<file path="config.mk">
export PLATFORM = sky130hd
export DESIGN_NAME = round_robin_quantum_scheduler_top
export DESIGN_NICKNAME = d
export VERILOG_FILES = /design/src/design/rrqs_pkg.sv /design/src/design/rrqs_in_stage.sv /design/src/design/rrqs_core.sv /design/src/design/rrqs_out_stage.sv /design/src/design/round_robin_quantum_scheduler_top.sv
export SDC_FILE = /design/constraint.sdc
export NUM_CORES = 1
export LEC_CHECK = 0
export BUFFER_PORTS_ARGS = -buffer_cell sky130_fd_sc_hd__clkbuf_2
export CORE_UTILIZATION = 45
export DETAILED_ROUTE_END_ITERATION = 10
export MAX_ROUTING_LAYER = met4
export PLACE_DENSITY_LB_ADDON = 0.05
export SYNTH_ARGS = -nofsm -noshare
export SYNTH_HDL_FRONTEND = slang
export SYNTH_SLANG_ARGS = --single-unit
</file>
<file path="constraint.sdc">
create_clock -name i_clk -period 10.4 [get_ports i_clk]
set_clock_uncertainty 0.2 [all_clocks]
set_input_delay 1.04 -clock i_clk [delete_from_list [all_inputs] [get_ports i_clk]]
set_output_delay 1.04 -clock i_clk [all_outputs]
set_load 0.02 [all_outputs]
</file>
<file path="src/design/rrqs_pkg.sv">
// ----------------------------------------------------------------------------
// rrqs_pkg: shared types and constants of the round-robin quantum scheduler
// Operation codes, task status codes, beat payload structs and defaults.
// ----------------------------------------------------------------------------
package rrqs_pkg;

    localparam int NUM_TASKS_DEF  = 16;
    localparam int IDLE_INDEX_DEF = 0;
    localparam int TASK_REQ_W     = 4;
    localparam int QUANTUM_W      = 16;

    localparam logic [QUANTUM_W-1:0] DEFAULT_QUANTUM_RST = 16'd10;

    typedef enum logic [1:0] {
        FUNC_TICK  = 2'd0,
        FUNC_READY = 2'd1,
        FUNC_BLOCK = 2'd2,
        FUNC_SET_Q = 2'd3
    } t_func;

    typedef enum logic [1:0] {
        TS_FREE    = 2'd0,
        TS_QUEUED  = 2'd1,
        TS_RUN     = 2'd2,
        TS_PARKED  = 2'd3
    } t_status;

    typedef struct packed {
        t_func                 func;
        logic [TASK_REQ_W-1:0] task_req;
        logic [QUANTUM_W-1:0]  quantum;
    } t_sched_in;

    typedef struct packed {
        logic                  switched;
        logic [TASK_REQ_W-1:0] running;
        logic [QUANTUM_W-1:0]  remaining;
        logic                  ready_empty;
        logic                  error;
    } t_sched_out;

endpackage

</file>
<file path="src/design/rrqs_in_stage.sv">
// ----------------------------------------------------------------------------
// rrqs_in_stage: input register
// Capture one request beat and hold it until the core takes it.
// ----------------------------------------------------------------------------
module rrqs_in_stage (
    input  logic                  i_clk,
    input  logic                  i_rst_n,
    input  logic                  i_valid,
    input  rrqs_pkg::t_sched_in   i_data,
    output logic                  o_stall,
    input  logic                  i_take,
    output logic                  o_valid,
    output rrqs_pkg::t_sched_in   o_data
);
    import rrqs_pkg::*;

    logic      r_valid;
    t_sched_in r_data;

    // Hold while a captured beat has not been taken yet.
    assign o_stall = r_valid && !i_take;
    assign o_valid = r_valid;
    assign o_data  = r_data;

    always_ff @(posedge i_clk) begin
        if (!i_rst_n) begin
            r_valid <= 1'b0;
        end else if (!o_stall) begin
            r_valid <= i_valid;
        end
    end

    always_ff @(posedge i_clk) begin
        if (i_valid && !o_stall) begin
            r_data <= i_data;
        end
    end

endmodule

</file>
<file path="src/design/rrqs_core.sv">
// ----------------------------------------------------------------------------
// rrqs_core: scheduler state and single-pass update
// Ready queue, task status and quantum tables, running task and tick counter.
// ----------------------------------------------------------------------------
module rrqs_core #(
    parameter int NUM_TASKS  = rrqs_pkg::NUM_TASKS_DEF,
    parameter int IDLE_INDEX = rrqs_pkg::IDLE_INDEX_DEF
) (
    input  logic                              i_clk,
    input  logic                              i_rst_n,
    input  logic                              i_cfg_we,
    input  logic [rrqs_pkg::QUANTUM_W-1:0]    i_cfg_data,
    input  logic                              i_step,
    input  rrqs_pkg::t_sched_in               i_item,
    output rrqs_pkg::t_sched_out              o_result
);
    import rrqs_pkg::*;

    localparam int TASK_W = $clog2(NUM_TASKS);
    localparam int CNT_W  = $clog2(NUM_TASKS + 1);
    localparam bit IDLE_IN_TABLE = (IDLE_INDEX < NUM_TASKS);
    localparam bit RESET_IDLE    = (IDLE_INDEX == 1);
    localparam logic [TASK_W-1:0]     IDLE_T   = TASK_W'(IDLE_INDEX % NUM_TASKS);
    localparam logic [TASK_W-1:0]     LAST_T   = TASK_W'(NUM_TASKS - 1);
    localparam logic [TASK_W-1:0]     RESET_T  = TASK_W'(1);
    localparam logic [TASK_REQ_W-1:0] IDLE_OUT = TASK_REQ_W'(IDLE_INDEX);

    logic [QUANTUM_W-1:0] r_def_q;
    logic [TASK_W-1:0]    r_fifo [NUM_TASKS];
    logic [TASK_W-1:0]    r_head;
    logic [TASK_W-1:0]    r_tail;
    logic [CNT_W-1:0]     r_count;
    t_status              r_status [NUM_TASKS];
    logic [QUANTUM_W-1:0] r_q_tab [NUM_TASKS];
    logic [NUM_TASKS-1:0] r_q_set;
    logic [TASK_W-1:0]    r_run_task;
    logic                 r_run_idle;
    logic [QUANTUM_W-1:0] r_run_q;
    logic [QUANTUM_W-1:0] r_tick;

    logic [TASK_W-1:0]    n_head;
    logic [TASK_W-1:0]    n_tail;
    logic [CNT_W-1:0]     n_count;
    logic [TASK_W-1:0]    n_run_task;
    logic                 n_run_idle;
    logic [QUANTUM_W-1:0] n_run_q;
    logic [QUANTUM_W-1:0] n_tick;

    logic [TASK_W-1:0]    req_idx;
    logic                 req_in_range;
    logic                 req_is_idle;
    logic                 run_is_req;
    t_status              req_status;
    logic                 q_empty;
    logic [TASK_W-1:0]    head_task;
    logic [QUANTUM_W-1:0] head_q;
    logic [QUANTUM_W-1:0] idle_q;
    logic [QUANTUM_W-1:0] tick_dec;

    logic                 do_switch;
    logic                 do_push;
    logic                 do_pop;
    logic                 mark_ready;
    logic                 set_q;
    logic                 err;
    logic [TASK_W-1:0]    push_task;
    t_status              old_st;

    always_comb begin
        req_idx      = TASK_W'(i_item.task_req);
        req_in_range = 32'(i_item.task_req) < 32'(NUM_TASKS);
        req_is_idle  = 32'(i_item.task_req) == 32'(IDLE_INDEX);
        run_is_req   = r_run_idle ? req_is_idle
                                  : (32'(r_run_task) == 32'(i_item.task_req));
        req_status   = r_status[req_idx];
        q_empty      = (r_count == '0);
        head_task    = r_fifo[r_head];
        head_q       = r_q_set[head_task] ? r_q_tab[head_task] : r_def_q;
        idle_q       = r_def_q;
        if (IDLE_IN_TABLE && r_q_set[IDLE_T]) begin
            idle_q = r_q_tab[IDLE_T];
        end
        tick_dec     = (r_tick == '0) ? '0 : r_tick - 1'b1;

        do_switch  = 1'b0;
        do_push    = 1'b0;
        mark_ready = 1'b0;
        set_q      = 1'b0;
        err        = 1'b0;
        push_task  = req_idx;
        old_st     = TS_PARKED;
        n_tick     = r_tick;
        n_run_q    = r_run_q;

        case (i_item.func)
            FUNC_TICK: begin
                n_tick = tick_dec;
                if (tick_dec == '0) begin
                    n_tick = r_run_q;
                    if (!q_empty) begin
                        do_switch = 1'b1;
                        // Preempt: requeue the running task unless idle.
                        if (!r_run_idle) begin
                            do_push   = 1'b1;
                            push_task = r_run_task;
                            old_st    = TS_QUEUED;
                        end
                    end
                end
            end
            FUNC_READY: begin
                if (!req_in_range || req_is_idle ||
                    req_status == TS_QUEUED || req_status == TS_RUN) begin
                    err = 1'b1;
                end else begin
                    mark_ready = 1'b1;
                    do_push    = 1'b1;
                end
            end
            FUNC_BLOCK: begin
                if (r_run_idle) begin
                    err = 1'b1;
                end else begin
                    do_switch = 1'b1;
                end
            end
            FUNC_SET_Q: begin
                if (!req_in_range) begin
                    err = 1'b1;
                end else begin
                    set_q = 1'b1;
                    if (run_is_req) begin
                        n_run_q = i_item.quantum;
                    end
                end
            end
            default: begin
                err = 1'b1;
            end
        endcase

        do_pop     = do_switch && !q_empty;
        n_run_task = r_run_task;
        n_run_idle = r_run_idle;
        if (do_switch) begin
            if (q_empty) begin
                n_run_task = IDLE_T;
                n_run_idle = 1'b1;
                n_run_q    = idle_q;
            end else begin
                n_run_task = head_task;
                n_run_idle = 1'b0;
                n_run_q    = head_q;
            end
            n_tick = n_run_q;
        end

        n_count = r_count + CNT_W'(do_push) - CNT_W'(do_pop);
        n_tail  = r_tail;
        if (do_push) begin
            n_tail = (r_tail == LAST_T) ? '0 : r_tail + 1'b1;
        end
        n_head  = r_head;
        if (do_pop) begin
            n_head = (r_head == LAST_T) ? '0 : r_head + 1'b1;
        end

        o_result.switched    = do_switch;
        o_result.running     = n_run_idle ? IDLE_OUT : TASK_REQ_W'(n_run_task);
        o_result.remaining   = n_tick;
        o_result.ready_empty = (n_count == '0);
        o_result.error       = err;
    end

    always_ff @(posedge i_clk) begin
        if (!i_rst_n) begin
            r_def_q    <= DEFAULT_QUANTUM_RST;
            r_head     <= '0;
            r_tail     <= '0;
            r_count    <= '0;
            r_q_set    <= '0;
            r_run_task <= RESET_T;
            r_run_idle <= RESET_IDLE;
            r_run_q    <= DEFAULT_QUANTUM_RST;
            r_tick     <= DEFAULT_QUANTUM_RST;
            for (int i = 0; i < NUM_TASKS; i++) begin
                r_status[i] <= (i == 1) ? TS_RUN : TS_FREE;
            end
        end else if (i_cfg_we) begin
            // Reload every quantum from the new default.
            r_def_q <= i_cfg_data;
            r_q_set <= '0;
            r_run_q <= i_cfg_data;
            r_tick  <= i_cfg_data;
        end else if (i_step) begin
            r_head     <= n_head;
            r_tail     <= n_tail;
            r_count    <= n_count;
            r_run_task <= n_run_task;
            r_run_idle <= n_run_idle;
            r_run_q    <= n_run_q;
            r_tick     <= n_tick;
            if (set_q) begin
                r_q_set[req_idx] <= 1'b1;
            end
            if (mark_ready) begin
                r_status[req_idx] <= TS_QUEUED;
            end
            if (do_switch && !r_run_idle) begin
                r_status[r_run_task] <= old_st;
            end
            if (do_pop) begin
                r_status[head_task] <= TS_RUN;
            end
        end
    end

    always_ff @(posedge i_clk) begin
        if (i_step && do_push) begin
            r_fifo[r_tail] <= push_task;
        end
        if (i_step && set_q) begin
            r_q_tab[req_idx] <= i_item.quantum;
        end
    end

endmodule

</file>
<file path="src/design/rrqs_out_stage.sv">
// ----------------------------------------------------------------------------
// rrqs_out_stage: result register
// Hold one result beat until the consumer takes it.
// ----------------------------------------------------------------------------
module rrqs_out_stage (
    input  logic                  i_clk,
    input  logic                  i_rst_n,
    input  logic                  i_load,
    input  rrqs_pkg::t_sched_out  i_data,
    output logic                  o_can_load,
    output logic                  o_valid,
    output rrqs_pkg::t_sched_out  o_data,
    input  logic                  i_stall
);
    import rrqs_pkg::*;

    logic       r_valid;
    t_sched_out r_data;

    assign o_can_load = !r_valid || !i_stall;
    assign o_valid    = r_valid;
    assign o_data     = r_data;

    always_ff @(posedge i_clk) begin
        if (!i_rst_n) begin
            r_valid <= 1'b0;
        end else if (o_can_load) begin
            r_valid <= i_load;
        end
    end

    always_ff @(posedge i_clk) begin
        if (i_load && o_can_load) begin
            r_data <= i_data;
        end
    end

endmodule

</file>
<file path="src/design/round_robin_quantum_scheduler_top.sv">
// ----------------------------------------------------------------------------
// round_robin_quantum_scheduler_top: round-robin scheduler with time quantum
// Takes tick / make-ready / block / set-quantum requests, one result each.
// ----------------------------------------------------------------------------
//
//   channel   direction  handshake                     payload
//   request   in         i_in_valid / o_in_stall       i_in_data  (t_sched_in)
//   result    out        o_out_valid / i_out_stall     o_out_data (t_sched_out)
//   config    in         i_cfg_we (no wait)            i_cfg_data (default quantum)
//
// One request beat per cycle while neither side stalls; each beat is held in the
// input register and is worked in a single pass of the core into the result
// register, from which it leaves while the result side does not stall.
// Reset is synchronous and active low: task 1 runs, queue empty, quanta at 10.
// A stall on the result side holds the result register and, through it, the
// input register; the request side stalls only while a held beat cannot move.
// ----------------------------------------------------------------------------
module round_robin_quantum_scheduler_top #(
    parameter int NUM_TASKS  = rrqs_pkg::NUM_TASKS_DEF,
    parameter int IDLE_INDEX = rrqs_pkg::IDLE_INDEX_DEF
) (
    input  logic                            i_clk,
    input  logic                            i_rst_n,
    input  logic                            i_in_valid,
    input  rrqs_pkg::t_sched_in             i_in_data,
    output logic                            o_in_stall,
    output logic                            o_out_valid,
    output rrqs_pkg::t_sched_out            o_out_data,
    input  logic                            i_out_stall,
    input  logic                            i_cfg_we,
    input  logic [rrqs_pkg::QUANTUM_W-1:0]  i_cfg_data
);
    import rrqs_pkg::*;

    logic       held_valid;
    t_sched_in  held_item;
    logic       can_load;
    logic       take;
    t_sched_out result;

    // Advance the held beat whenever the result register has room.
    assign take = held_valid && can_load;

    rrqs_in_stage u_in_stage (
        .i_clk   (i_clk),
        .i_rst_n (i_rst_n),
        .i_valid (i_in_valid),
        .i_data  (i_in_data),
        .o_stall (o_in_stall),
        .i_take  (take),
        .o_valid (held_valid),
        .o_data  (held_item)
    );

    // Scheduler state steps once per taken beat, unless a config write in the same cycle wins.
    rrqs_core #(
        .NUM_TASKS  (NUM_TASKS),
        .IDLE_INDEX (IDLE_INDEX)
    ) u_core (
        .i_clk      (i_clk),
        .i_rst_n    (i_rst_n),
        .i_cfg_we   (i_cfg_we),
        .i_cfg_data (i_cfg_data),
        .i_step     (take),
        .i_item     (held_item),
        .o_result   (result)
    );

    rrqs_out_stage u_out_stage (
        .i_clk      (i_clk),
        .i_rst_n    (i_rst_n),
        .i_load     (take),
        .i_data     (result),
        .o_can_load (can_load),
        .o_valid    (o_out_valid),
        .o_data     (o_out_data),
        .i_stall    (i_out_stall)
    );

endmodule
</file>
Word-level counts from Yosys, hierarchy flattened
Memories as Yosys holds them, arrays and structs flattened. A register that Yosys moved wholly into a read port is not among the register bits.
Index checks and enable logic that the tools add are counted.
W data, S select, Z words.
Cells by class
  $add $sub $neg: 5
  multipliers: 0
  div/mod/pow operators: 0
  $lt $le $gt $ge: 3
  equality and inequality tests: 8
  shifts and indexed selects: 0
  mux-type cells: 78
  bitwise operators: 3
  reductions and logical operators: 36
Operators by type and width (number)
  $mux W16: 14
  $mux W4: 14
  $mux W1: 38
  $logic_not A16 Y1: 2
  $or A16 B16 Y16: 1
  $sub A16 B1 Y16 const B: 1
  $mux W2: 7
  $logic_not A5 Y1: 2
  $lt A4 B5 Y1 const B: 2
  $logic_and A1 B1 Y1: 9
  $reduce_and A3 Y1: 3
  $add A4 B1 Y4 const B: 2
  $eq A4 B4 Y1 const B: 2
  $reduce_or A2 Y1: 4
  $eq A2 B2 Y1 const B: 3
  $logic_not A1 Y1: 6
  $pmux W1 S2: 3
  $reduce_bool A3 Y1: 2
  $add A5 B1 Y5: 1
  $sub A5 B1 Y5: 1
  $bmux W1 S4: 1
  $demux W1 S4: 1
  $eq A2 B1 Y1 const B: 2
  $eq A4 B4 Y1: 1
  other kinds (7): 11
Storage, ports and cells
  register bits: 129
  bits in latches: 0
  memory bits (writable): 352
  ROM bits: 0
  input bits: 43
  output and inout port bits: 25
  logic and storage cells: 155
  memories kept: 3
Memory list
  u_core.r_q_tab: words 16, bits a word 16, read ports 2, clocked after Yosys merged registers in 0, write ports 1, line rrqs_core.sv:34  | logic [QUANTUM_W-1:0] r_q_tab [NUM_TASKS];
  u_core.r_fifo: words 16, bits a word 4, read ports 1, clocked after Yosys merged registers in 1, write ports 1, line rrqs_core.sv:29  | logic [TASK_W-1:0] r_fifo [NUM_TASKS];
  u_core.r_status: words 16, bits a word 2, read ports 1, clocked after Yosys merged registers in 1, write ports 16, line rrqs_core.sv:33  | t_status r_status [NUM_TASKS];

Logic depth before layout (Yosys ltp)
  word-level depth: 13
  depth in mapped cells: 25
  depth with buffers taken out: 23

Cells and area by module
A second synthesis with hierarchy kept.
Second synthesis, totals
  cell total of the unflattened synthesis: 1758
  area total of the unflattened synthesis: 21446.8 sq um
By module, submodules not included
  rrqs_core: times used 1, cells an instance 1703, area each 20000.4 sq um, sequential area each 11971.5 sq um
  rrqs_out_stage: times used 1, cells an instance 28, area each 732.0 sq um, sequential area each 710.7 sq um
  rrqs_in_stage: times used 1, cells an instance 26, area each 708.2 sq um, sequential area each 680.7 sq um
  round_robin_quantum_scheduler_top: times used 1, cells an instance 1, area each 6.3 sq um, sequential area each 0.0 sq um

Least setup slack after synthesis
No wires, ideal clock.
  kind: flip-flop to flip-flop
  from: reg u_core.r_tick[2]
  to: reg u_out_stage.r_data, in the netlist u_out_stage.o_data[1] (data pin)
  library setup time: 0.256 ns
  arrival: 4.309 ns
  data required time: 9.944 ns
  path slack: 5.636 ns
  stages on the path, launching flop included: 24
  buffers on the path: 3
  period minus slack after synthesis: 4.764 ns
  cells stage by stage: dfxtp_1 -> buf_6 -> or4_4 -> nor4_1 -> xor2_1 -> o41a_1 -> nor2_1 -> nand3_1 -> o21a_1 -> inv_1 -> clkbuf_1 -> buf_2 -> ha_1 -> inv_1 -> ha_1 -> inv_1 -> fa_1 -> inv_1 -> a21oi_1 -> nor2_1 -> nor2_1 -> xnor2_1 -> xnor2_1 -> nor2_1
RTL lines
  start: declaration: line rrqs_core.sv:39  | logic [QUANTUM_W-1:0] r_tick;
  start signal: assignment: line rrqs_core.sv:194  | r_tick <= i_cfg_data;
  start signal: assignment: line rrqs_core.sv:202  | r_tick <= n_tick;
  end signal: assignment: line rrqs_out_stage.sv:34  | r_data <= i_data;
  end: declaration: line rrqs_out_stage.sv:18  | t_sched_out r_data;

==> impl_results.md <==
- Seq. cell area: 13400 um2
- Int Power: about 3.3 mW
- Gate power share: between 5 and 6%
- Placer Congestion: about 0.90
- Clk pwr share: between 40% and 50%
- Yosys reg bits: just under 500
- Period utilisation layout: 53.6%
- First-pass GRT wire length: 93000 um
- Area occupied by multi-input gates: 7490 um2
- Synth-to-Final Area Change: 12.8%
- Die height: 220 um
- Number of inserted diodes: 0
- Post-DP HPWL: 38100 um
- Max frequency: between 150 and 200 MHz
- CTS tree: built
- Initial core utilization: 45.8%
- Post-route ant nets: 0
- Core ar.: about 47000 um2
- Ports: 68
- Leak Pwr: 8.60 nW
- Worst reg-to-reg setup slack: just under 5 ns
- Netlist cell types: slightly below 90
- Required @ worst endpoint: about 11 ns
- Violated checks: DRC
- Die width: between 200 and 250 um
- Switching Share: between 20% and 30%
- Port Buf Inserts: 67
- Cell total after placement: approximately 2400
- DRC: 8
- Pin count of the biggest net entering global routing: 82
- Hold Path End: u_core.r_status[1][0]
- Post-CTS Repair Setup Buffers: 0
- Die area: a little under 50000 um2
- Net count, final: just under 2000
- Slew headroom: under 10%
- Max-cap violation count: 0
- Drt first pass iters: 8
- Setup violations, final: 0
- Arr. time, crit path: 5.73 ns
- R2r endpoint: u_out_stage.o_data[9]
- Syn Area/Cell: ~12 um2
- Clk_lat worst skew: slightly above 0.6 ns
- Peak VDD IR: 0.151 mV
- Worst-Margin Slew: 1.39 ns
- Initial antenna violation count: 0
- DRT iter0 DRCs: ~1400
- Leading cell type in the layout, fill and taps excluded: edfxtp_1
- Synth Net Count: roughly 1900
- Num rows: a little under 80
- Mapped Area: between 20000 and 25000 um2
- Post-cts gate resize count: 0
- Commonest cells after routing, fill and taps aside: edfxtp_1 (365), nand2_1 (304), nand3_1 (154)
- Finished Layout Cells: 2522
- CTS Buf Count: between 50 and 60
- Via count: between 10000 and 15000
- FF-to-FF path depth: 10
- Setup_tns: 0 ns
- Vias in the first global route: around 15000
- Worst hold path type: flop to flop
- Seq pwr share: just over 50%
- Clock sink total: 489
- Post-CTS Hold Fix Bufs: 0
- Main synth FF type: edfxtp_1
- Htree depth: 2
- Clock tree root driver cell: clkbuf_16
- Final Util: between 50% and 60%
- Post-synth EDFFs: between 300 and 400
- Layout cells sized above 1: about 16%
- RSZ-0062 raised after global routing: no
- DR vias/cell: about 6
- Worst-path maximum fanout: 36
- Clock slew at reported path FFs: ~0.060 ns
- GR Overflow Total: 0
- P_sw: around 980 uW
- Fin crit period: around 5.6 ns
- Hold Path Stages: 2
- PD cells: roughly 180 nW/um2
- Mapped Cells: between 1500 and 2000
- Wire length per cell: 24.9 um
- Total global-route track usage: around 27%
- Status: finished, violations left
- Post-synth ARST share: 0%
- Post-Route WL: 62800 um
- Hold slack: about 0.25 ns
- Worst setup path class: flop to flop
- Final hold vios: 0
- Syn. warnings: 0
- Worst hold start: u_core.r_status[1][0]
- CTS Buffer Depth: 3
- Slew Viols, Final: 0
- CP Launch Type: flop
- Worst setup EP type: flop
- Seq/Total Area, Yosys: approximately 63%
- Filler Cell Count: around 4100
-- layout make-up --
cell class              count  area share, %
flip-flops and latches    489           55.6
clock buffers              80           6.56
repair buffers            102           2.47
clock inverters            20          0.740
multi-input cells        1191           31.0
inverters                  33          0.512
well taps                 607           3.14
-- cell families after synthesis --
| logic type | after synthesis | synth area share (%) |
|---|---|---|
| simple gates | 739 | 16.0 |
| flops | 489 | 62.7 |
| compound gates | 319 | 10.5 |
| buf+inv | 152 | 2.86 |
| mux | 98 | 6.17 |
| xor+xnor | 18 | 0.736 |
| fa+ha+maj | 17 | 1.03 |
-- metal layers --
layer	vias to the layer above	track usage [%]	part of all wire (%)
met3	124	3.40	5.9
li1	6895	-	-
met2	481	42.0	46
met4	0	10.3	3.5
met5	-	-	0
met1	7417	36.6	44
-- metrics by stage --
stage / total power [mW] / setup WS [ns] / area (um2)
after global placement: 2.45 / 5.00 / 22400
after global routing: 4.44 / 4.44 / 24200
after detailed placement: 2.45 / 4.86 / 22400
after CTS: 4.34 / 4.83 / 24200
final: 4.30 / 4.83 / 24200
after floorplan: 2.35 / 5.64 / 21400
-- sequential cells by signal, indices dropped and copies added, names as in the netlist, 4 cells and up, named ones only --
signal and flops:
u_core.r_count 5, u_core.r_def_q 16, u_core.r_fifo 64, u_core.r_head 4, u_core.r_q_set 16, u_core.r_q_tab 256, u_core.r_run_q 16, u_core.r_run_task 4
u_core.r_status 32, u_core.r_tail 4, u_core.r_tick 16, u_in_stage.o_data 22, u_out_stage.o_data 23
-- synth_stat cells (8+ instances only) --
| library cell | number | share of area (%) |
|---|---|---|
| or3_1 | 8 | 0.23 |
| and3_1 | 17 | 0.50 |
| nor3_1 | 17 | 0.40 |
| nor2b_1 | 8 | 0.23 |
| a211oi_1 | 12 | 0.42 |
| edfxtp_1 | 365 | 51 |
| and2_1 | 21 | 0.61 |
| nand4_1 | 22 | 0.64 |
| nor2_1 | 132 | 2.3 |
| mux2_2 | 25 | 1.3 |
| inv_1 | 31 | 0.54 |
| a21oi_1 | 76 | 1.8 |
| nand3_1 | 154 | 3.6 |
| a31oi_1 | 30 | 0.88 |
| buf_2 | 12 | 0.28 |
| o221a_2 | 9 | 0.47 |
| o211ai_1 | 10 | 0.35 |
| mux4_2 | 24 | 2.5 |
| clkbuf_1 | 91 | 1.6 |
| a21o_1 | 13 | 0.46 |
| ha_1 | 16 | 0.93 |
| nand2_1 | 305 | 5.3 |
| o221ai_1 | 19 | 0.78 |
| buf_1 | 10 | 0.18 |
| dfxtp_1 | 124 | 12 |
| o22ai_1 | 14 | 0.41 |
| mux2i_1 | 47 | 2.2 |
| a22oi_1 | 23 | 0.81 |
| xnor2_1 | 15 | 0.61 |
| o21ai_0 | 51 | 1.2 |
| nand2b_1 | 13 | 0.38 |
| a22o_1 | 10 | 0.41 |
-- power by group through the flow --
| stage | sequential, mW | clock [mW] | combinational (mW) |
|---|---|---|---|
| 2_1_floorplan | 2.20 | 0 | 0.155 |
| 3_3_place_gp | 2.22 | 0 | 0.233 |
| 3_5_place_dp | 2.22 | 0 | 0.234 |
| 4_1_cts | 2.18 | 1.93 | 0.235 |
| 5_1_grt | 2.18 | 2.00 | 0.258 |
| 6_report | 2.18 | 1.89 | 0.236 |
-- worst max path at each step --
stage | from | endpoint | slack [ns] | depth (start not counted)
after floorplan | u_core.r_tick[2] | u_out_stage.o_data[1] | 5.64 | 23
after global placement | flop | u_out_stage.o_data[9] | 5.00 | 10
after detailed placement | flop | u_out_stage.o_data[7] | 4.86 | 10
after CTS | flop | u_out_stage.o_data[9] | 4.83 | 10
after global routing | flop | u_out_stage.o_data[9] | 4.44 | 10
final | flop | u_out_stage.o_data[9] | 4.83 | 10
-- worst max-delay path: stages (launching register included) --
cell and delay [ns]:
dfxtp_1 0.89, mux4_2 0.63, a22oi_1 0.50, nand2_4 0.42
mux2i_1 0.22, mux2_2 0.31, a22oi_4 0.56, and2_1 0.80
mux2_2 0.43, a211oi_1 0.29, inv_1 0.07
No activity file was read; power rests on OpenSTA's default activity.
